$ cat config.mk
export PLATFORM = sky130hd
export DESIGN_NAME = dqte_cell
export DESIGN_NICKNAME = d
export VERILOG_FILES = /design/src/hdl/delta_queue_timer_engine_unit_assert.svh /design/src/hdl/dqte_pkg.sv /design/src/hdl/dqte_cell.sv
export SDC_FILE = /design/constraint.sdc
export NUM_CORES = 1
export LEC_CHECK = 0
export ABC_AREA = 1
export BUFFER_PORTS_ARGS = -buffer_cell sky130_fd_sc_hd__buf_2
export CORE_UTILIZATION = 35
export DETAILED_ROUTE_END_ITERATION = 10
export PLACE_DENSITY = 0.59
export SLEW_MARGIN = 20
export SYNTH_ARGS = -nofsm -noshare
export SYNTH_HDL_FRONTEND = slang
export SYNTH_SLANG_ARGS = --single-unit
$ cat constraint.sdc
create_clock -name clock -period 2.75 [get_ports clock]
set_input_delay 0.1375 -clock clock [delete_from_list [all_inputs] [get_ports clock]]
set_output_delay 0.1375 -clock clock [all_outputs]
set_load 0.01 [all_outputs]
$ cat src/hdl/delta_queue_timer_engine_unit_assert.svh
// Assertion macros for the delta queue timer engine
`ifndef DELTA_QUEUE_TIMER_ENGINE_UNIT_ASSERT_SVH
`define DELTA_QUEUE_TIMER_ENGINE_UNIT_ASSERT_SVH

// condition holds in the same cycle
`define DQTE_ASSERT_NOW(lbl, ante, cons, msg) \
   lbl: assert property (@(posedge clock) disable iff (reset) (ante) |-> (cons)) \
      else $error(msg);

// condition holds in the following cycle
`define DQTE_ASSERT_NEXT(lbl, ante, cons, msg) \
   lbl: assert property (@(posedge clock) disable iff (reset) (ante) |=> (cons)) \
      else $error(msg);

`endif

$ cat src/hdl/dqte_pkg.sv
// Shared types, codes and constants of the delta queue timer engine
package dqte_pkg;

   localparam int SLOT_COUNT_DEF = 16;
   localparam int DELAY_BITS_DEF = 24;
   localparam int MAX_RUN        = 16;
   localparam int RUN_W          = $clog2(MAX_RUN);
   localparam int SLOT_FIELD_W   = 4;
   localparam int DELAY_FIELD_W  = 24;
   localparam int TAG_W          = 16;

   localparam logic [1:0] REQ_INSERT = 2'd0;
   localparam logic [1:0] REQ_CANCEL = 2'd1;
   localparam logic [1:0] REQ_TICK   = 2'd2;

   localparam logic [1:0] KIND_INSERT = 2'd0;
   localparam logic [1:0] KIND_CANCEL = 2'd1;
   localparam logic [1:0] KIND_EXPIRY = 2'd2;

   localparam logic [1:0] STAT_OK     = 2'd0;
   localparam logic [1:0] STAT_FULL   = 2'd1;
   localparam logic [1:0] STAT_NOTACT = 2'd2;

   localparam logic [1:0] PKT_NONE   = 2'd0;
   localparam logic [1:0] PKT_SEARCH = 2'd1;
   localparam logic [1:0] PKT_PUSH   = 2'd2;
   localparam logic [1:0] PKT_HOLE   = 2'd3;

   typedef struct packed {
      logic [1:0]               req_type;
      logic [DELAY_FIELD_W-1:0] delay_ticks;
      logic [SLOT_FIELD_W-1:0]  target_slot;
      logic [TAG_W-1:0]         user_tag;
   } dqte_req_type;

   typedef struct packed {
      logic [1:0]              result_kind;
      logic [SLOT_FIELD_W-1:0] result_slot;
      logic [TAG_W-1:0]        result_tag;
      logic [1:0]              status;
      logic                    last_of_run;
   } dqte_rsp_type;

   typedef struct packed {
      logic                    shift_all;
      logic                    cancel;
      logic [SLOT_FIELD_W-1:0] target;
   } dqte_ctl_type;

endpackage

$ cat src/hdl/dqte_cell.sv
// One list position of the delta queue, with its travelling packet
module dqte_cell
   import dqte_pkg::*;
#(
   parameter int SLOT_W     = 4,
   parameter int DELAY_BITS = DELAY_BITS_DEF
) (
   input  logic                  clock,
   input  logic                  reset,
   input  dqte_ctl_type          ctl,
   input  logic                  dec_head,
   input  logic [1:0]            pin_kind,
   input  logic [SLOT_W-1:0]     pin_slot,
   input  logic [DELAY_BITS-1:0] pin_delta,
   input  logic [TAG_W-1:0]      pin_tag,
   input  logic                  nxt_valid,
   input  logic [SLOT_W-1:0]     nxt_slot,
   input  logic [DELAY_BITS-1:0] nxt_delta,
   input  logic [TAG_W-1:0]      nxt_tag,
   output logic                  e_valid,
   output logic [SLOT_W-1:0]     e_slot,
   output logic [DELAY_BITS-1:0] e_delta,
   output logic [TAG_W-1:0]      e_tag,
   output logic [1:0]            pout_kind,
   output logic [SLOT_W-1:0]     pout_slot,
   output logic [DELAY_BITS-1:0] pout_delta,
   output logic [TAG_W-1:0]      pout_tag,
   output logic                  match
);

   localparam int HW = (SLOT_W > SLOT_FIELD_W) ? SLOT_W : SLOT_FIELD_W;

   logic                  v_ff, v_in;
   logic [SLOT_W-1:0]     s_ff, s_in;
   logic [DELAY_BITS-1:0] d_ff, d_in;
   logic [TAG_W-1:0]      t_ff, t_in;
   logic [1:0]            pk_ff, pk_in;
   logic [SLOT_W-1:0]     ps_ff, ps_in;
   logic [DELAY_BITS-1:0] pd_ff, pd_in;
   logic [TAG_W-1:0]      pt_ff, pt_in;

   assign match = v_ff && (HW'(s_ff) == HW'(ctl.target));

   always_comb begin
      v_in  = v_ff;
      s_in  = s_ff;
      d_in  = d_ff;
      t_in  = t_ff;
      pk_in = PKT_NONE;
      ps_in = ps_ff;
      pd_in = pd_ff;
      pt_in = pt_ff;
      if (ctl.shift_all) begin
         v_in = nxt_valid;
         s_in = nxt_slot;
         d_in = nxt_delta;
         t_in = nxt_tag;
      end else if (ctl.cancel && match) begin
         if (nxt_valid) begin
            s_in  = nxt_slot;
            d_in  = nxt_delta + d_ff;
            t_in  = nxt_tag;
            pk_in = PKT_HOLE;
         end else begin
            v_in = 1'b0;
         end
      end else if (dec_head) begin
         d_in = d_ff - DELAY_BITS'(1);
      end else begin
         case (pin_kind)
            PKT_HOLE: begin
               if (nxt_valid) begin
                  s_in  = nxt_slot;
                  d_in  = nxt_delta;
                  t_in  = nxt_tag;
                  pk_in = PKT_HOLE;
               end else begin
                  v_in = 1'b0;
               end
            end
            PKT_SEARCH: begin
               if (!v_ff || (pin_delta < d_ff)) begin
                  v_in = 1'b1;
                  s_in = pin_slot;
                  d_in = pin_delta;
                  t_in = pin_tag;
                  if (v_ff) begin
                     pk_in = PKT_PUSH;
                     ps_in = s_ff;
                     pd_in = d_ff - pin_delta;
                     pt_in = t_ff;
                  end
               end else begin
                  pk_in = PKT_SEARCH;
                  ps_in = pin_slot;
                  pd_in = pin_delta - d_ff;
                  pt_in = pin_tag;
               end
            end
            PKT_PUSH: begin
               v_in = 1'b1;
               s_in = pin_slot;
               d_in = pin_delta;
               t_in = pin_tag;
               if (v_ff) begin
                  pk_in = PKT_PUSH;
                  ps_in = s_ff;
                  pd_in = d_ff;
                  pt_in = t_ff;
               end
            end
            default: begin
            end
         endcase
      end
   end

   always_ff @(posedge clock) begin
      if (reset) begin
         v_ff  <= 1'b0;
         pk_ff <= PKT_NONE;
      end else begin
         v_ff  <= v_in;
         pk_ff <= pk_in;
      end
      s_ff  <= s_in;
      d_ff  <= d_in;
      t_ff  <= t_in;
      ps_ff <= ps_in;
      pd_ff <= pd_in;
      pt_ff <= pt_in;
   end

   assign e_valid    = v_ff;
   assign e_slot     = s_ff;
   assign e_delta    = d_ff;
   assign e_tag      = t_ff;
   assign pout_kind  = pk_ff;
   assign pout_slot  = ps_ff;
   assign pout_delta = pd_ff;
   assign pout_tag   = pt_ff;

endmodule

==> metrics.md <==
| Metric | Value |
|---|---|
| Flop2flop setup slack | `roughly 150 ps` |
| Hold Startpoint | `reset` |
| Critical path startpoint | `e_delta[0]` |
| CTS tree | `done` |
| Vias | `between 10000 and 15000` |
| Compound-gate portion of the synthesized area | `0.154` |
| Status | `finished, final reports clean` |
| Drt initial violations | `926` |
| Share of post-route cells with drive strength above 1 | `0.172` |
| Reg2reg path depth | `15` |
| Crit-path slowest cell | `fa_1` |
| Fin. max-slew vios | `0` |
| Maximum vdd drop | `roughly 0.00032 V` |
| Setup_tns | `0 ps` |
| Clk_lat worst skew | `360 ps` |
| Largest family of logic cells by synthesized area | `simple AND/OR/NAND/NOR gates` |
| Die height | `approximately 180 µm` |
| Pre-CTS WS | `129 ps` |
| Hold Path Depth | `4` |
| Yosys reg bits | `a little over 90` |
| Hold slack | `34.5 ps` |
| Max FO, Critical Path | `40` |
| Vias per inst | `5.01` |
| Area delta synth->final | `18.7%` |
| Synthesized cell area | `roughly 0.011 mm²` |
| Top cells by count, synth | `nand2_1 (656), inv_1 (264), a21oi_1 (140)` |
| Critical Path Max Stage Delay | `approximately 420 ps` |
| Asr flop ratio synth | `0` |
| Initial core utilization | `0.356` |
| Layout net count | `~2200` |
| Placed cells | `2377` |
| Max-slew headroom | `0.553` |
| Synthesized area per cell | `6.11 µm²` |
| Most frequent cell after synthesis | `nand2_1` |
| First-pass GRT wire length | `~61000 µm` |
| Adder-Cell Fraction of Synth Area | `0.0916` |
| GRT Total Usage | `0.250` |
| Hold Path End | `e_valid` |
| Gpl congestion | `0.964` |
| Area after DPL | `between 0.01 and 0.015 mm²` |
| Clk sinks | `between 90 and 100` |
| Arr. time, crit path | `2700 ps` |
| Final-layout fill cell count | `between 3000 and 4000` |
| Final Hold Viols | `0` |
| WS Path Type | `flop to flop` |
| Leak | `6.91 nW` |
| RSZ-0062 raised after global routing | `false` |
| PwrDens | `~500 mW/mm²` |
| Min Tclk post-route | `2600 ps` |
| Hold buffers post-CTS | `0` |
| Cell taking the most area after synthesis | `edfxtp_1` |
| Final std cells w/o fill | `~2400` |
| Initial antenna violation count | `2` |
| Worst path required time | `2860 ps` |
| Synth unique cells | `41` |
| Synth top area cells | `edfxtp_1 (24%), nand2_1 (23%), inv_1 (9.1%), ha_1 (8.6%), a21oi_1 (6.4%)` |
| Synthesized instance count | `1784` |
| Slew @ Worst Pin | `667 ps` |
| YS warnings | `0` |
| Synth Area in XOR/XNOR | `0.0305` |
| Total CTS buffers | `9` |
| Die area | `around 0.032 mm²` |
| Hold Crit Class | `input pin to flop` |
| Mux cell area share after synthesis | `0` |
| DRC viols | `0` |
| Gr ovfl total | `0` |
| IO Port Bufs | `~190` |
| Final worst path period share | `0.945` |
| Pre-antenna DRT Iters | `5` |
| Reg2Reg Capture Point | `pout_tag[15]` |
| CTS clk-pin slew, worst paths | `80 ps` |
| Design Area, Final | `0.0129 mm²` |
| H-tree depth | `3` |
| Io pins | `between 150 and 200` |
| Rows | `64` |
| Core area | `0.0306 mm²` |
| CP endpoint kind | `flop` |
| Clock Path Buffers | `2` |
| Final worst slack | `152 ps` |
| Crit-path cells | `ha_1 -> fa_1 -> inv_1 -> nand3_1 -> nand2_2 -> nand2_1 -> nand2_1 -> nand2_1 -> nand3_2 -> nand2_4 -> inv_8 -> nand2_4 -> buf_12 -> nand2_2 -> o21ai_2` |
| Hpwl dp | `31700 µm` |
| Chip width | `between 150 and 200 µm` |
| CP most frequent cell | `nand2_1` |
| Number of global-route vias before repair | `11200` |
| Syn Nets | `1962` |
| Routed len/inst | `16.4 µm` |
| Post-synthesis sequential area ratio | `0.248` |
| Max Fclk | `0.385 GHz` |
| Final Setup Violations | `0` |
| Number of max-cap violations | `0` |
| Critical path startpoint category | `flop` |
| Skew final | `15.5 ps` |
| Final Util | `0.423` |
| Post-synth EDFFs | `88` |
| Root buffer cell | `clkbuf_16` |
| Simple-Gate Fraction of Synth Area | `0.353` |
| Top cell type's share of synthesized area | `0.243` |
| Routed WL | `39300 µm` |
| RR Startpoint | `e_delta[0]` |
| Main synth FF type | `edfxtp_1` |
| Power, Total | `roughly 6.4 mW` |
| Largest net degree at the start of global routing | `50` |
| Antenna-violating nets left | `0` |
[flip-flops by register name, indices dropped and copies added (netlist names)]
signal	flops
pout_delta	24
e_delta	24
pout_slot	4
pout_tag	16
e_tag	16
e_slot	4
e_valid	1
pout_kind	2
[worst max-delay path: cells and delay by family, from the launching register on]
kind / cells / cell delay, ps
simple gates: 9 / 780
fa+ha+maj: 2 / 650
buf+inv: 3 / 450
compound gates: 1 / 50
flops: 1 / 400
[worst max-delay path by stage]
stage,end,slack (ps),cells after the start
global route,e_delta[18],5,16
finish,pout_tag[15],150,15
CTS,pout_tag[15],110,15
global placement,pout_tag[0],180,15
detailed placement,pout_tag[6],130,15
floorplan,e_slot[0],100,12
[cell families after synthesis]
logic type               count (synthesis)
AND/OR/NAND/NOR                        937
buffers and inverters                  334
AO/OA/AOI/OAI                          306
flip-flops                              91
adder cells (fa/ha/maj)                 78
XOR/XNOR                                38
[where the power goes]
part / internal (mW) / switching [mW]
Combinational: 1.14 / 2.02
Sequential: 1.72 / 0.114
Clock: 0.731 / 0.655
Total: 3.59 / 2.79
[per-layer routing]
metal | global-route usage | vias to the layer above | part of all wire
met5 | 0 | - | 0
met4 | 0.108 | 0 | 0.040
met3 | 0.0322 | 78 | 0.063
met2 | 0.392 | 394 | 0.45
met1 | 0.343 | 5439 | 0.45
li1 | - | 6103 | -
[layout by cell type (no fill, tap or decap), types with 4 or more instances in the layout]
cell type and instances:
o21bai_1 4, o211ai_1 12, ha_1 75, inv_1 264, nand3_1 73, nand2_2 29, nor3_1 6, xnor2_1 6
a21oi_1 140, nand4_1 23, buf_2 191, nand2_1 653, nor2_1 126, buf_4 66, nor2_2 4, o21ai_0 107
clkbuf_16 9, a31oi_1 14, edfxtp_1 88, o21ai_1 5, clkinv_1 4, o21ai_2 20, nand3b_1 10, xor2_1 32
[what timing repair did]
action | 4_1_cts | 5_1_grt
resized for setup | 0 | 5
hold endpoints to repair | 0 | 0
setup buffers | 0 | 1
setup endpoints to repair | 0 | 14
[cell type report]
cell class              count  area, µm²  area share
clock inverters             7       92.6     0.00716
clock buffers               9        225      0.0174
well taps                 396        495      0.0383
diodes                      3       7.51    0.000580
inverters                 272       1030      0.0795
multi-input cells        1359       6870       0.531
repair buffers            260       1510       0.117
flip-flops and latches     91       2700       0.209
No activity file was read; power rests on OpenSTA's default activity.
