**config.mk**
```make
export PLATFORM = sky130hd
export DESIGN_NAME = dqte_alloc
export DESIGN_NICKNAME = d
export VERILOG_FILES = /design/src/hdl/delta_queue_timer_engine_unit_assert.svh /design/src/hdl/dqte_pkg.sv /design/src/hdl/dqte_alloc.sv
export SDC_FILE = /design/constraint.sdc
export NUM_CORES = 1
export LEC_CHECK = 0
export ABC_AREA = 1
export BUFFER_PORTS_ARGS = -buffer_cell sky130_fd_sc_hd__buf_4
export CAP_MARGIN = 5
export CELL_PAD_IN_SITES_DETAIL_PLACEMENT = 1
export CELL_PAD_IN_SITES_GLOBAL_PLACEMENT = 2
export CORE_MARGIN = 10
export CORE_UTILIZATION = 24
export CTS_CLUSTER_DIAMETER = 100
export DETAILED_ROUTE_END_ITERATION = 6
export GPL_TIMING_DRIVEN = 0
export PLACE_DENSITY = 0.79
export SYNTH_ARGS = -nofsm -noshare
export SYNTH_HDL_FRONTEND = slang
export SYNTH_SLANG_ARGS = --single-unit
```
**constraint.sdc**
```tcl
create_clock -name clock -period 1.2 [get_ports clock]
set_clock_uncertainty 0.05 [all_clocks]
set_input_delay 0.06 -clock clock [delete_from_list [all_inputs] [get_ports clock]]
set_output_delay 0.06 -clock clock [all_outputs]
set_load 0.005 [all_outputs]
```
**src/hdl/delta_queue_timer_engine_unit_assert.svh**
```systemverilog
// Assertion macros for the delta queue timer engine
`ifndef DELTA_QUEUE_TIMER_ENGINE_UNIT_ASSERT_SVH
`define DELTA_QUEUE_TIMER_ENGINE_UNIT_ASSERT_SVH

// condition holds in the same cycle
`define DQTE_ASSERT_NOW(lbl, ante, cons, msg) \
   lbl: assert property (@(posedge clock) disable iff (reset) (ante) |-> (cons)) \
      else $error(msg);

// condition holds in the following cycle
`define DQTE_ASSERT_NEXT(lbl, ante, cons, msg) \
   lbl: assert property (@(posedge clock) disable iff (reset) (ante) |=> (cons)) \
      else $error(msg);

`endif

```
**src/hdl/dqte_pkg.sv**
```systemverilog
// Shared types, codes and constants of the delta queue timer engine
package dqte_pkg;

   localparam int SLOT_COUNT_DEF = 16;
   localparam int DELAY_BITS_DEF = 24;
   localparam int MAX_RUN        = 16;
   localparam int RUN_W          = $clog2(MAX_RUN);
   localparam int SLOT_FIELD_W   = 4;
   localparam int DELAY_FIELD_W  = 24;
   localparam int TAG_W          = 16;

   localparam logic [1:0] REQ_INSERT = 2'd0;
   localparam logic [1:0] REQ_CANCEL = 2'd1;
   localparam logic [1:0] REQ_TICK   = 2'd2;

   localparam logic [1:0] KIND_INSERT = 2'd0;
   localparam logic [1:0] KIND_CANCEL = 2'd1;
   localparam logic [1:0] KIND_EXPIRY = 2'd2;

   localparam logic [1:0] STAT_OK     = 2'd0;
   localparam logic [1:0] STAT_FULL   = 2'd1;
   localparam logic [1:0] STAT_NOTACT = 2'd2;

   localparam logic [1:0] PKT_NONE   = 2'd0;
   localparam logic [1:0] PKT_SEARCH = 2'd1;
   localparam logic [1:0] PKT_PUSH   = 2'd2;
   localparam logic [1:0] PKT_HOLE   = 2'd3;

   typedef struct packed {
      logic [1:0]               req_type;
      logic [DELAY_FIELD_W-1:0] delay_ticks;
      logic [SLOT_FIELD_W-1:0]  target_slot;
      logic [TAG_W-1:0]         user_tag;
   } dqte_req_type;

   typedef struct packed {
      logic [1:0]              result_kind;
      logic [SLOT_FIELD_W-1:0] result_slot;
      logic [TAG_W-1:0]        result_tag;
      logic [1:0]              status;
      logic                    last_of_run;
   } dqte_rsp_type;

   typedef struct packed {
      logic                    shift_all;
      logic                    cancel;
      logic [SLOT_FIELD_W-1:0] target;
   } dqte_ctl_type;

endpackage

```
**src/hdl/dqte_alloc.sv**
```systemverilog
// Slot occupancy bits and lowest free slot search
module dqte_alloc
   import dqte_pkg::*;
#(
   parameter int SLOT_COUNT = SLOT_COUNT_DEF,
   parameter int SLOT_W     = 4
) (
   input  logic              clock,
   input  logic              reset,
   input  logic              set_en,
   input  logic [SLOT_W-1:0] set_slot,
   input  logic              clr_en,
   input  logic [SLOT_W-1:0] clr_slot,
   output logic              free_found,
   output logic [SLOT_W-1:0] free_slot
);

   logic [SLOT_COUNT-1:0] act_ff, act_in;

   always_comb begin
      free_found = 1'b0;
      free_slot  = '0;
      for (int i = SLOT_COUNT - 1; i >= 0; i--) begin
         if (!act_ff[i]) begin
            free_found = 1'b1;
            free_slot  = SLOT_W'(i);
         end
      end
   end

   always_comb begin
      act_in = act_ff;
      if (set_en) begin
         act_in[set_slot] = 1'b1;
      end
      if (clr_en) begin
         act_in[clr_slot] = 1'b0;
      end
   end

   always_ff @(posedge clock) begin
      if (reset) begin
         act_ff <= '0;
      end else begin
         act_ff <= act_in;
      end
   end

endmodule

```
==> results, run 1 <==
- The run finished, with violations left.
- The checks that failed: setup timing.
- TritonCTS built the clock tree.
- The worst setup path is captured at an output pin.
- Based on the critical path, the design can be clocked at up to 599.7 MHz.
- Setup repair after global routing could not meet its margin everywhere.
- STA classifies the critical path startpoint as a flip-flop.
- For this run, the detailed router's first-pass iteration total came to 4.
- Compared with the post-synthesis result, the final layout area differs by 30.87%.
- The number of global-route vias before repair is 1,039.
- The synthesized cell area is 830.8 µm².
- The area of the core is 0.003337 mm².
- The total wirelength of the detailed-routed design is 2.725 mm.
- The most common cell in the synthesized netlist is sky130_fd_sc_hd__nor2_1.
- The post-route netlist has 23.68% of its cells at a drive strength greater than 1.
- The clock passes through at most 2 buffers.
- Clock tree synthesis inserted a total of 3 buffers.
- In the final layout, the registers with the most flip-flops are act_ff x16.
- The sink count of the clock tree is 16.
- The switching power is 0.2711 mW.
- Net switching is 25.86% of the power.
- The count of placed standard cells in the final layout, fillers left out is 198.
- For this design the top-level I/O count stands at 17.
- The worst setup path is of the reg2out kind.
- The power per standard cell area is 964.4 mW/mm².
- A synthesized cell averages 6.342 µm².
- At the pin with the least slew margin, the transition time is 528.4 ps.
- The register with the most flip-flops in the final layout is act_ff.
- The clock root buffer is sky130_fd_sc_hd__clkbuf_4.
- The total congestion overflow after global routing is 0.
- Synthesis handed over a netlist of 131 instances.
- The part of the power in the clock network is 34.6%.
- The count of unique library cells instantiated by Yosys is 11.
- The source-to-sink clock delay at the later pin of the worst-skew pair is 290 ps.
- Clock-pin slew was measured on the worst setup and hold paths at 90 ps.
- The die is 78.84 µm tall.
- The async set or reset register ratio after synthesis is 0%.
- Of all cell types, the one taking the most synthesized area is sky130_fd_sc_hd__dfxtp_1.
- The combinational share of power is 12.3%.
- The number of pins exceeding their max-slew limit in the final report was 0.
- Sequential cells were found to cover 38.55% of the synthesized design area.
- The first global-routing pass estimated 4.830 mm of wire.
- The register with the most flip-flops in the layout has 16 of them.
- In this run the number of H-tree levels came out at 1.
- The slowest library cell on the worst path is sky130_fd_sc_hd__dfxtp_2.
- The class of the worst hold path is in2reg.
- The proportion of netlist area held by the largest area contributor is 38.55%.
- The analysis attributes to cell leakage a power of 0.4153 nW.
- The total internal power is 0.7774 mW.
- The max-capacitance violation count is 0.
- The total number of vias is 953.
- The largest stage delay on the critical path is 370 ps.
- Fill cells in the final layout number 453.
- The number of vias per cell is 4.813.
- Sequential cells burn 53.1% of the power.
- After detailed placement, the design holds a cell count of 192.
- The weighted congestion at the end of routability-driven global placement is 0.8336.
- The post-route clock period utilization is 139.0%.
- The synthesized design contains 0 enable-type register cells.
- The quantity of hold-fixing buffers added after cts is 0.
- Ranked by instance count, the synthesized netlist is headed by sky130_fd_sc_hd__nor2_1, sky130_fd_sc_hd__nand2_1, sky130_fd_sc_hd__nor3_1, sky130_fd_sc_hd__dfxtp_1, sky130_fd_sc_hd__a21oi_1.
- Along the worst path, the maximum fanout reaches 4.
- Entering global routing, the biggest net connects 11 pins.
- Summed over all failing endpoints, the final setup total negative slack is -1611 ps.
- In the final routed layout, each cell accounts on average for 13.76 µm.
- In the routed design, unresolved DRC markers number 0.
- For the worst setup path, the data arrival time is 1560 ps.
- In this run the tool buffered the top-level ports with 15 buffer cells.
- The count of standard-cell rows is 21.
- For the worst setup path, the data required time is 1090 ps.
- Once detail routing completed, the nets flagged for antenna violations numbered 0.
- The final number of setup-violating endpoints is 5.
- The post-detailed-placement cell area is 0.001001 mm².
- The initial standard-cell utilization of the core is 24.90%.
- The signal on the critical path passes through nand2_1 > nand2_1 > nand2_1 > nand2_1 > nand2_1 > nand2_1 > nand2_1 > nand2_1 > nand2_1 > nand2_1 > nand2_1 > nand2_1 > nand2_1 > a21oi_2 > buf_4.
- Headroom to the max-slew limit came out at 64.50%.
- The half-perimeter wire length after placement is 2.226 mm.
- The number of endpoints with negative hold slack in the final report was 0.
- In the post-synthesis netlist, the biggest area contributors are sky130_fd_sc_hd__dfxtp_1, sky130_fd_sc_hd__nor3_1, sky130_fd_sc_hd__nor2_1.
- The number of DRC markers in iteration 0 is 28.
- Summing all non-filler instances in the final layout gives an area of 0.001087 mm².
- The die span in x is 78.84 µm.
- Global routing consumed, over all layers together, 9.469% of the routing resources.
- The number of nets handed over by synthesis was 143.
- The floorplan step defined a die boundary enclosing 0.006215 mm².
- The number of warnings issued by yosys is 0.
- The flop and latch count out of synthesis is 16.
- The initial antenna violation count is 0.
- In this design, the critical path's most frequently occurring cell is sky130_fd_sc_hd__nand2_1.
- The primary flip-flop cell chosen by synthesis mapping is sky130_fd_sc_hd__dfxtp_1.
- After the last flow step, the layout net total stands at 165.
- The worst path in the final design needs a cycle of 1668 ps, including I/O delays and setup.
- The worst supply voltage drop on vdd is 314.5 µV.
- The number of antenna diodes in the final layout is 0.
- After layout, the worst setup slack is -467.6 ps.
-- final timing paths --
| check | slack [ps] | depth (start not counted) | end | startpoint |
|---|---|---|---|---|
| worst max-delay path | -470 | 15 | free_slot[0] | act_ff[14]$_SDFF_PP0_ |
| worst min register to register | 490 | 2 | act_ff[6]$_SDFF_PP0_ | act_ff[6]$_SDFF_PP0_ |
| worst min-delay path | 70 | 3 | act_ff[15]$_SDFF_PP0_ | set_slot[0] |
| worst max register to register | 230 | 4 | act_ff[15]$_SDFF_PP0_ | act_ff[15]$_SDFF_PP0_ |
-- critical path: cells and delay by family, from the launching register on --
kind	cells	cell delay [ps]
AOI/OAI and AO/OA	1	110
buffers and inverters	1	110
DFF	1	370
and+or+nand+nor	13	680
-- power by group through the flow --
stage	Clock, mW	Combinational (mW)	Sequential (mW)
floorplan	0	0.0662	0.563
global placement	0	0.119	0.566
detailed placement	0	0.125	0.567
CTS	0.370	0.128	0.556
global route	0.401	0.147	0.559
finish	0.363	0.129	0.556
-- timing repair --
action                                 CTS  global route
setup endpoints to repair                5             5
buffers inserted                         1             1
resized for setup                        9             6
pin swaps                                5             4
endpoints found under the hold margin    0             0
-- layout by cell type, fill, tap and decap left out --
cell                       Yosys  layout
sky130_fd_sc_hd__nor2_1       25      24
sky130_fd_sc_hd__nand2_1      23      22
sky130_fd_sc_hd__nor3_1       21      20
sky130_fd_sc_hd__buf_4         0      16
sky130_fd_sc_hd__a21oi_1      14      14
sky130_fd_sc_hd__inv_1        12      12
sky130_fd_sc_hd__dfxtp_2       0       9
sky130_fd_sc_hd__nand3_1      10       8
sky130_fd_sc_hd__dfxtp_1      16       7
sky130_fd_sc_hd__nand4_1       4       4
sky130_fd_sc_hd__a31oi_1       3       3
sky130_fd_sc_hd__clkbuf_4      0       3
sky130_fd_sc_hd__nand3_2       0       2
sky130_fd_sc_hd__clkbuf_1      2       2
sky130_fd_sc_hd__a21oi_2       1       1
sky130_fd_sc_hd__nand2_2       0       1
sky130_fd_sc_hd__nor2_2        0       1
sky130_fd_sc_hd__nor3_2        0       1
sky130_fd_sc_hd__clkbuf_8      0       1
sky130_fd_sc_hd__buf_6         0       1
-- final cells by class --
cell class | count | area, µm² | area share [%]
clock buffer | 4 | 36.28 | 3.337
timing repair buffer | 17 | 131.4 | 12.08
sequential | 16 | 331.6 | 30.49
inverter | 12 | 45.04 | 4.143
buffer | 2 | 7.507 | 0.6905
multi-input combinational | 101 | 478.0 | 43.96
tap | 46 | 57.56 | 5.293
-- per-layer routing --
metal / GRT usage, % / up-vias / share of wire [%]
met5: 0 / - / 0
met2: 17.19 / 15 / 51
li1: - / 483 / -
met3: 1.351 / 2 / 2.9
met1: 10.66 / 453 / 45
met4: 4.301 / 0 / 1.4
-- through the flow --
| step | setup WS [ps] | hold slack (ps) | util, % | total power, mW |
|---|---|---|---|---|
| after detailed placement | -189.4 | 373.4 | 30.00 | 0.6923 |
| after global placement | -157.8 | 364.5 | 30.00 | 0.6857 |
| final | -467.6 | 69.48 | 32.58 | 1.049 |
| after CTS | -481.3 | 56.86 | 31.65 | 1.054 |
| after global routing | -731.7 | 84.38 | 32.58 | 1.107 |
| after floorplan | 51.52 | 218.2 | - | 0.6291 |
-- logic make-up after synthesis --
| kind of cell | Yosys count | synth area share (%) |
|---|---|---|
| AND/OR/NAND/NOR | 83 | 43.37 |
| AO/OA/AOI/OAI | 18 | 11.75 |
| flip-flops | 16 | 38.55 |
| buffers and inverters | 14 | 6.325 |
No activity file was read; power rests on OpenSTA's default activity.
==> run 2: changes to the inputs <==
--- a/config.mk
+++ b/config.mk
@@ -10,12 +10,14 @@
 export CAP_MARGIN = 5
 export CELL_PAD_IN_SITES_DETAIL_PLACEMENT = 1
 export CELL_PAD_IN_SITES_GLOBAL_PLACEMENT = 2
+export CORE_ASPECT_RATIO = 1.1
 export CORE_MARGIN = 10
 export CORE_UTILIZATION = 24
 export CTS_CLUSTER_DIAMETER = 100
 export DETAILED_ROUTE_END_ITERATION = 6
 export GPL_TIMING_DRIVEN = 0
 export PLACE_DENSITY = 0.79
+export RECOVER_POWER = 100
 export SYNTH_ARGS = -nofsm -noshare
 export SYNTH_HDL_FRONTEND = slang
 export SYNTH_SLANG_ARGS = --single-unit
==> results, run 2 (synthesized netlist as in run 1, its figures left out) <==
- The clock root buffer is sky130_fd_sc_hd__clkbuf_4.
- The source-to-sink clock delay at the later pin of the worst-skew pair is 280 ps (about the same).
- The final non-filler cell area is 0.001066 mm² (-2.0%).
- The highest net fanout along the worst path is 2 (-2).
- The maximum achievable frequency is 616.2 MHz (+2.8%).
- The run finished, with violations left.
- The commonest non-fill, non-tap cell in the layout is sky130_fd_sc_hd__nor2_1.
- The signed area change from the synthesized netlist to the final layout is 28.31%.
- The DRC violations left is 0 (unchanged).
- The pin count of the biggest net entering global routing is 11 (unchanged).
- The power per standard cell area is 964.2 mW/mm² (about the same).
- The global-route usage over all layers is 8.782% (-0.69 points).
- The final net count was 165 (unchanged).
- The sink count of the clock tree is 16 (unchanged).
- The actual transition at the worst max-transition pin came to 549.2 ps (+20.79 ps).
- The number of vias per cell was 4.755 (-1.2%).
- The worst setup path is captured at an output pin.
- The buffer depth of the longest clock path is 2 (unchanged).
- STA classifies the critical path startpoint as a flip-flop.
- act_ff holds more flip-flops than any other register.
- The count of inserted antenna diode cells is 0 (unchanged).
- The worst supply voltage drop on vdd came to 260.7 µV (-17%).
- The number of ports placed on the die boundary was 17 (unchanged).
- The cell occurring most often along the worst timing path is sky130_fd_sc_hd__nand2_1.
- The final setup slack of the worst path was -422.8 ps (+44.76 ps).
- The final total power is 1.028 mW (-2.0%).
- The post-detailed-placement cell area is 0.001003 mm² (+0.25%).
- The full die area was 0.006217 mm² (about the same).
- The largest stage delay on the critical path came to 330 ps (-40 ps).
- The area of the core is 0.003331 mm² (-0.19%).
- Setup repair after global routing could not meet its margin everywhere.
- In the layout the commonest cells are sky130_fd_sc_hd__nor2_1, sky130_fd_sc_hd__nand2_1, sky130_fd_sc_hd__nor3_1.
- The data arrival time of the critical path came to 1510 ps (-50 ps).
- The total wirelength of the detailed-routed design is 2.610 mm (-4.2%).
- The critical path buffer and inverter count came to 2 (+1).
- The weighted congestion at the end of routability-driven global placement is 0.8751 (+5.0%).
- The max-capacitance violation count is 0 (unchanged).
- The total congestion overflow after global routing is 0 (unchanged).
- The height of the chip was 81.71 µm (+3.6%).
- The remaining antenna violation count after routing came to 0 (unchanged).
- The number of levels the H-tree was split into was 1 (unchanged).
- The flip-flop count of the largest register after layout is 16 (unchanged).
- The worst slack at placement was -201.5 ps (-12.07 ps).
- The total number of vias is 951 (-0.21%).
- The slowest stage of the critical path belongs to the cell sky130_fd_sc_hd__dfxtp_2.
- The post-route clock period utilization is 135.2% (-3.7 points).
- The number of buffers created by CTS came to 3 (unchanged).
- The normalized max-slew margin is 63.11% (-1.4 points).
- The post-CTS clock slew at the launch and capture registers of the worst setup and hold paths is 90 ps (about the same).
- The final critical-path required period is 1623 ps (-44.76 ps).
- The number of pins exceeding their max-slew limit in the final report is 0 (unchanged).
- TritonCTS built the clock tree.
- The count of standard-cell rows came to 22 (+4.8%).
- The quantity of hold-fixing buffers added after cts was 0 (unchanged).
- The hold slack came to 69.73 ps (+0.2518 ps).
- The number of DRC markers in iteration 0 came to 46 (+64%).
- The count of buffers inserted at the top-level ports is 15 (unchanged).
- The share of final-layout standard cells stronger than drive strength 1 was 19.08% (-4.6 points).
- The required time of the worst setup path is 1090 ps (about the same).
- The leakage power summed over all cells is 0.4081 nW (-1.7%).
- The number of fill cells is 439 (-3.1%).
- The detailed-router iteration count before antenna repair is 4 (unchanged).
- The detailed-route wire length per cell is 13.05 µm (-5.2%).
- The initial antenna violation count is 0 (unchanged).
- The die span in x is 76.10 µm (-3.5%).
- The half-perimeter wire length after placement is 2.201 mm (-1.1%).
- The wire length of the first global-routing pass came to 4.464 mm (-7.6%).
- In this run the worst hold path is classified as in2reg.
- The number of global-route vias before repair came to 1,011 (-2.7%).
- The checks that failed: setup timing.
- The initial standard-cell utilization of the core is 24.94% (+0.047 points).
- The number of endpoints with negative hold slack in the final report is 0 (unchanged).
- The kind of critical path is reg2out.
- The largest registers in the layout are act_ff x16.
- The cell family contributing the most delay on the critical path is simple AND/OR/NAND/NOR gates.
- The share of the core filled with cells is 32.01% (-0.58 points).
- The final number of setup-violating endpoints is 5 (unchanged).
- Walking the worst path, the cells encountered are inv_1 > nand2_1 > nand2_1 > nand2_1 > nand2_1 > nand2_1 > nand2_1 > nand2_1 > nand2_1 > nand2_1 > nand2_1 > nand2_1 > nand2_1 > nand2_1 > a21oi_2 > buf_4.
[run 2: cell count changes in the layout (fill, tap and decap cells not counted)]
cell                       before  now
sky130_fd_sc_hd__dfxtp_1        7   10
sky130_fd_sc_hd__dfxtp_2        9    6
sky130_fd_sc_hd__nand3_1        8   10
sky130_fd_sc_hd__nand3_2        2    0
sky130_fd_sc_hd__buf_4         16   15
sky130_fd_sc_hd__buf_6          1    0
sky130_fd_sc_hd__clkbuf_1       2    3
sky130_fd_sc_hd__clkbuf_4       3    4
sky130_fd_sc_hd__nand2_1       22   23
sky130_fd_sc_hd__nand2_2        1    0
[run 2: timing repair]
item                       in CTS  in global routing
gates resized for setup         2                  6
pin swaps                       2                  3
buffers inserted                2                  1
setup endpoints to repair       5                  5
[run 2: area by class of cell]
class,count,area [µm²],share of cell area (%)
Inverter,12,45.04,4.225
Sequential cell,16,327.8,30.75
Timing Repair Buffer,17,123.9,11.62
Buffer,2,7.507,0.7042
Clock buffer,4,36.28,3.404
Tap cell,48,60.06,5.634
Multi-Input combinational cell,101,465.4,43.66
[run 2: worst paths after layout]
| kind | from | endpoint | slack, ps | depth (start not counted) |
|---|---|---|---|---|
| hold / removal | clr_slot[0] | act_ff[14]$_SDFF_PP0_ | 70 | 3 |
| setup reg to reg | act_ff[14]$_SDFF_PP0_ | act_ff[14]$_SDFF_PP0_ | 350 | 3 |
| hold reg to reg | act_ff[6]$_SDFF_PP0_ | act_ff[6]$_SDFF_PP0_ | 490 | 2 |
| setup / recovery | act_ff[15]$_SDFF_PP0_ | free_slot[0] | -420 | 16 |
[run 2: power breakdown]
group	internal (mW)	total (mW)	switching, mW
Combinational	0.0469	0.126	0.0795
Sequential	0.543	0.554	0.0116
Clock	0.184	0.347	0.163
Total	0.774	1.03	0.254
[run 2: worst min-delay path: cells and delay by family]
kind                   cells  cell delay, ps
AND/OR/NAND/NOR            2             190
buffers and inverters      1             100
[run 2: per-layer routing]
layer  part of all wire, %  global-route usage, %
met5                     0                      0
met4                   2.5                  4.833
met3                   2.3                  1.310
met2                    51                  16.67
met1                    44                  9.307
[run 2: through the flow]
stage	cells	setup TNS, ps
floorplan	131	0
global placement	194	-156.4
detailed placement	194	-201.5
CTS	200	-1340
global route	200	-1840
finish	200	-1198
==> run 3: changes to the inputs <==
--- a/config.mk
+++ b/config.mk
@@ -16,8 +16,7 @@
 export CTS_CLUSTER_DIAMETER = 100
 export DETAILED_ROUTE_END_ITERATION = 6
 export GPL_TIMING_DRIVEN = 0
-export PLACE_DENSITY = 0.79
-export RECOVER_POWER = 100
+export PLACE_DENSITY = 0.71
 export SYNTH_ARGS = -nofsm -noshare
 export SYNTH_HDL_FRONTEND = slang
 export SYNTH_SLANG_ARGS = --single-unit
==> results, run 3 (synthesized netlist as in run 1, its figures left out) <==
- The global-route usage over all layers was 10.06% (+1.3 points).
- The worst supply voltage drop on vdd is 434.3 µV (+67%).
- The leakage power summed over all cells was 0.4070 nW (-0.29%).
- The number of global-route vias before repair is 1,055 (+4.4%).
- The max-capacitance violation count is 0 (unchanged).
- The actual transition at the worst max-transition pin is 648.8 ps (+99.56 ps).
- The normalized max-slew margin is 56.42% (-6.7 points).
- The global routing met3 resource utilization is 1.201% (-0.11 points).
- The final setup slack of the worst path is -483.1 ps (-60.28 ps).
- In this run the worst hold path is classified as in2reg.
- The cell count after placement is 194 (unchanged).
- The library cell used most frequently in the layout, excluding fill and tap cells, is sky130_fd_sc_hd__nor2_1.
- The number of pins exceeding their max-slew limit in the final report was 0 (unchanged).
- The register with the most flip-flops in the final layout is act_ff.
- The final net count is 164 (-0.61%).
- The number of ports placed on the die boundary is 17 (unchanged).
- The hold slack is 60.19 ps (-9.544 ps).
- The number of DRC markers in iteration 0 came to 38 (-17%).
- The pin count of the biggest net entering global routing is 11 (unchanged).
- The final number of setup-violating endpoints is 5 (unchanged).
- The initial antenna violation count is 0 (unchanged).
- The weighted congestion at the end of routability-driven global placement is 0.7744 (-12%).
- The count of buffers inserted at the top-level ports is 15 (unchanged).
- The total wirelength of the detailed-routed design came to 2.841 mm (+8.9%).
- The power per standard cell area is 987.7 mW/mm² (+2.4%).
- The critical path capture point type is an output pin.
- The wire length of the first global-routing pass is 4.974 mm (+11%).
- The fraction of met2 tracks used by global routing came to 18.20% (+1.5 points).
- The signed area change from the synthesized netlist to the final layout is 28.31% (unchanged).
- The number of vias per cell is 4.734 (-0.45%).
- The TritonCTS clock tree is done.
- The sink count of the clock tree was 16 (unchanged).
- The source-to-sink clock delay at the later pin of the worst-skew pair is 290 ps (about the same).
- Setup repair after global routing could not meet its margin everywhere.
- The die span in x was 76.10 µm (unchanged).
- The half-perimeter wire length after placement came to 2.249 mm (+2.2%).
- The quantity of hold-fixing buffers added after cts came to 0 (unchanged).
- The post-route clock period utilization is 140.3% (+5.0 points).
- The final-layout setup total negative slack came to -1463 ps (-264.7 ps).
- The most used routing layer is met2.
- The DRC violations left is 0 (unchanged).
- The detailed-route wire length per cell came to 14.28 µm (+9.4%).
- The count of standard-cell rows was 22 (unchanged).
- The buffer depth of the longest clock path was 2 (unchanged).
- The total number of vias is 942 (-0.95%).
- The number of endpoints with negative hold slack in the final report is 0 (unchanged).
- The checks that failed: setup timing.
- The data arrival time of the critical path was 1570 ps (+60 ps).
- The height of the chip is 81.71 µm (unchanged).
- The count of placed standard cells in the final layout, fillers left out is 199 (-0.50%).
- The tree is rooted in a sky130_fd_sc_hd__clkbuf_4.
- The share of final-layout standard cells stronger than drive strength 1 was 19.21% (+0.13 points).
- The required time of the worst setup path is 1090 ps (about the same).
- The met1 usage is 11.67% (+2.4 points).
- The startpoint class of the critical path is a flip-flop.
- The number of levels the H-tree was split into came to 1 (unchanged).
- The total congestion overflow after global routing is 0 (unchanged).
- In the final layout, the registers with the most flip-flops are act_ff x16.
- The post-CTS clock slew at the launch and capture registers of the worst setup and hold paths was 100 ps (about the same).
- The maximum achievable frequency is 594.1 MHz (-3.6%).
- The number of fill cells is 443 (+0.91%).
- The flip-flop count of the largest register after layout came to 16 (unchanged).
- The highest net fanout along the worst path is 4 (+2).
- The number of buffers created by CTS is 3 (unchanged).
- The kind of critical path is reg2out.
- The full die area is 0.006217 mm² (unchanged).
- The remaining antenna violation count after routing is 0 (unchanged).
- The library cells used most frequently in the layout, excluding fill and tap cells, are sky130_fd_sc_hd__nor2_1, sky130_fd_sc_hd__nand2_1, sky130_fd_sc_hd__nor3_1.
- The initial standard-cell utilization of the core came to 24.94% (unchanged).
- The count of inserted antenna diode cells is 0 (unchanged).
- The area of the core is 0.003331 mm² (unchanged).
- The final critical-path required period is 1683 ps (+60.28 ps).
- The detailed-router iteration count before antenna repair is 4 (unchanged).
- The flow ran to the end, but the final reports show violations.
run 3: cell count changes in the layout (fill, tap and decap cells not counted):
| cell | before | now |
|---|---|---|
| sky130_fd_sc_hd__inv_1 | 12 | 11 |
| sky130_fd_sc_hd__clkbuf_4 | 4 | 3 |
| sky130_fd_sc_hd__nand2_1 | 23 | 22 |
| sky130_fd_sc_hd__dfxtp_1 | 10 | 13 |
| sky130_fd_sc_hd__inv_2 | 0 | 1 |
| sky130_fd_sc_hd__clkbuf_1 | 3 | 2 |
| sky130_fd_sc_hd__dfxtp_4 | 0 | 1 |
| sky130_fd_sc_hd__dfxtp_2 | 6 | 2 |
| sky130_fd_sc_hd__buf_4 | 15 | 16 |
| sky130_fd_sc_hd__nor2_1 | 24 | 23 |
| sky130_fd_sc_hd__nor2_2 | 1 | 2 |
| sky130_fd_sc_hd__nand2_2 | 0 | 1 |
run 3: stage by stage:
step / cell area, µm² / utilization, % / setup slack (ps) / power, mW
finish: 1066 / 32.01 / -483.1 / 1.053
global route: 1066 / 32.01 / -695.5 / 1.105
CTS: 1050 / 31.52 / -521.1 / 1.069
detailed placement: 1003 / 30.13 / -239.4 / 0.6959
global placement: 1003 / 30.13 / -196.3 / 0.6924
floorplan: 830.8 / - / 51.52 / 0.6291
run 3: routing by layer:
layer	up-vias	wire [µm]	share of wire, %
met5	-	0	0
met4	0	69	2.4
met3	4	63	2.2
met2	21	1326	47
met1	434	1381	49
li1	483	-	-
run 3: cell type report:
type | instances | area (µm²) | share of cell area [%]
Multi-Input combinational cell | 101 | 470.5 | 44.13
Sequential cell | 16 | 326.6 | 30.63
Timing Repair Buffer | 16 | 120.1 | 11.27
Tap cell | 48 | 60.06 | 5.634
Inverter | 12 | 45.04 | 4.225
Clock buffer | 4 | 36.28 | 3.404
Buffer | 2 | 7.507 | 0.7042
run 3: critical path, stage by stage, from the launching register on:
cell and delay (ps):
sky130_fd_sc_hd__dfxtp_4 380, sky130_fd_sc_hd__nand2_2 50, sky130_fd_sc_hd__nand2_1 50, sky130_fd_sc_hd__nand2_1 50, sky130_fd_sc_hd__nand2_1 60, sky130_fd_sc_hd__nand2_1 50, sky130_fd_sc_hd__nand2_1 50, sky130_fd_sc_hd__nand2_1 50
sky130_fd_sc_hd__nand2_1 50, sky130_fd_sc_hd__nand2_1 40, sky130_fd_sc_hd__nand2_1 50, sky130_fd_sc_hd__nand2_1 50, sky130_fd_sc_hd__nand2_1 50, sky130_fd_sc_hd__nand2_1 60, sky130_fd_sc_hd__a21oi_2 130, sky130_fd_sc_hd__buf_4 120
run 3: path summary, 6_finish.rpt:
path,start,to,slack [ps],depth (start not counted)
hold / removal,clr_slot[0],act_ff[14]$_SDFF_PP0_,60,3
setup / recovery,act_ff[14]$_SDFF_PP0_,free_slot[0],-480,15
hold reg to reg,act_ff[7]$_SDFF_PP0_,act_ff[7]$_SDFF_PP0_,510,2
setup reg to reg,act_ff[15]$_SDFF_PP0_,act_ff[15]$_SDFF_PP0_,310,3
run 3: report_power, final:
group          internal, mW  switching, mW
sequential            0.541         0.0121
clock                 0.185          0.185
combinational        0.0480         0.0828
total                 0.773          0.279
run 3: what timing repair did:
action	CTS	global route
gates resized for setup	2	7
gates cloned	0	0
pin swaps	1	3
endpoints found under the setup margin	5	5
setup buffers	1	0
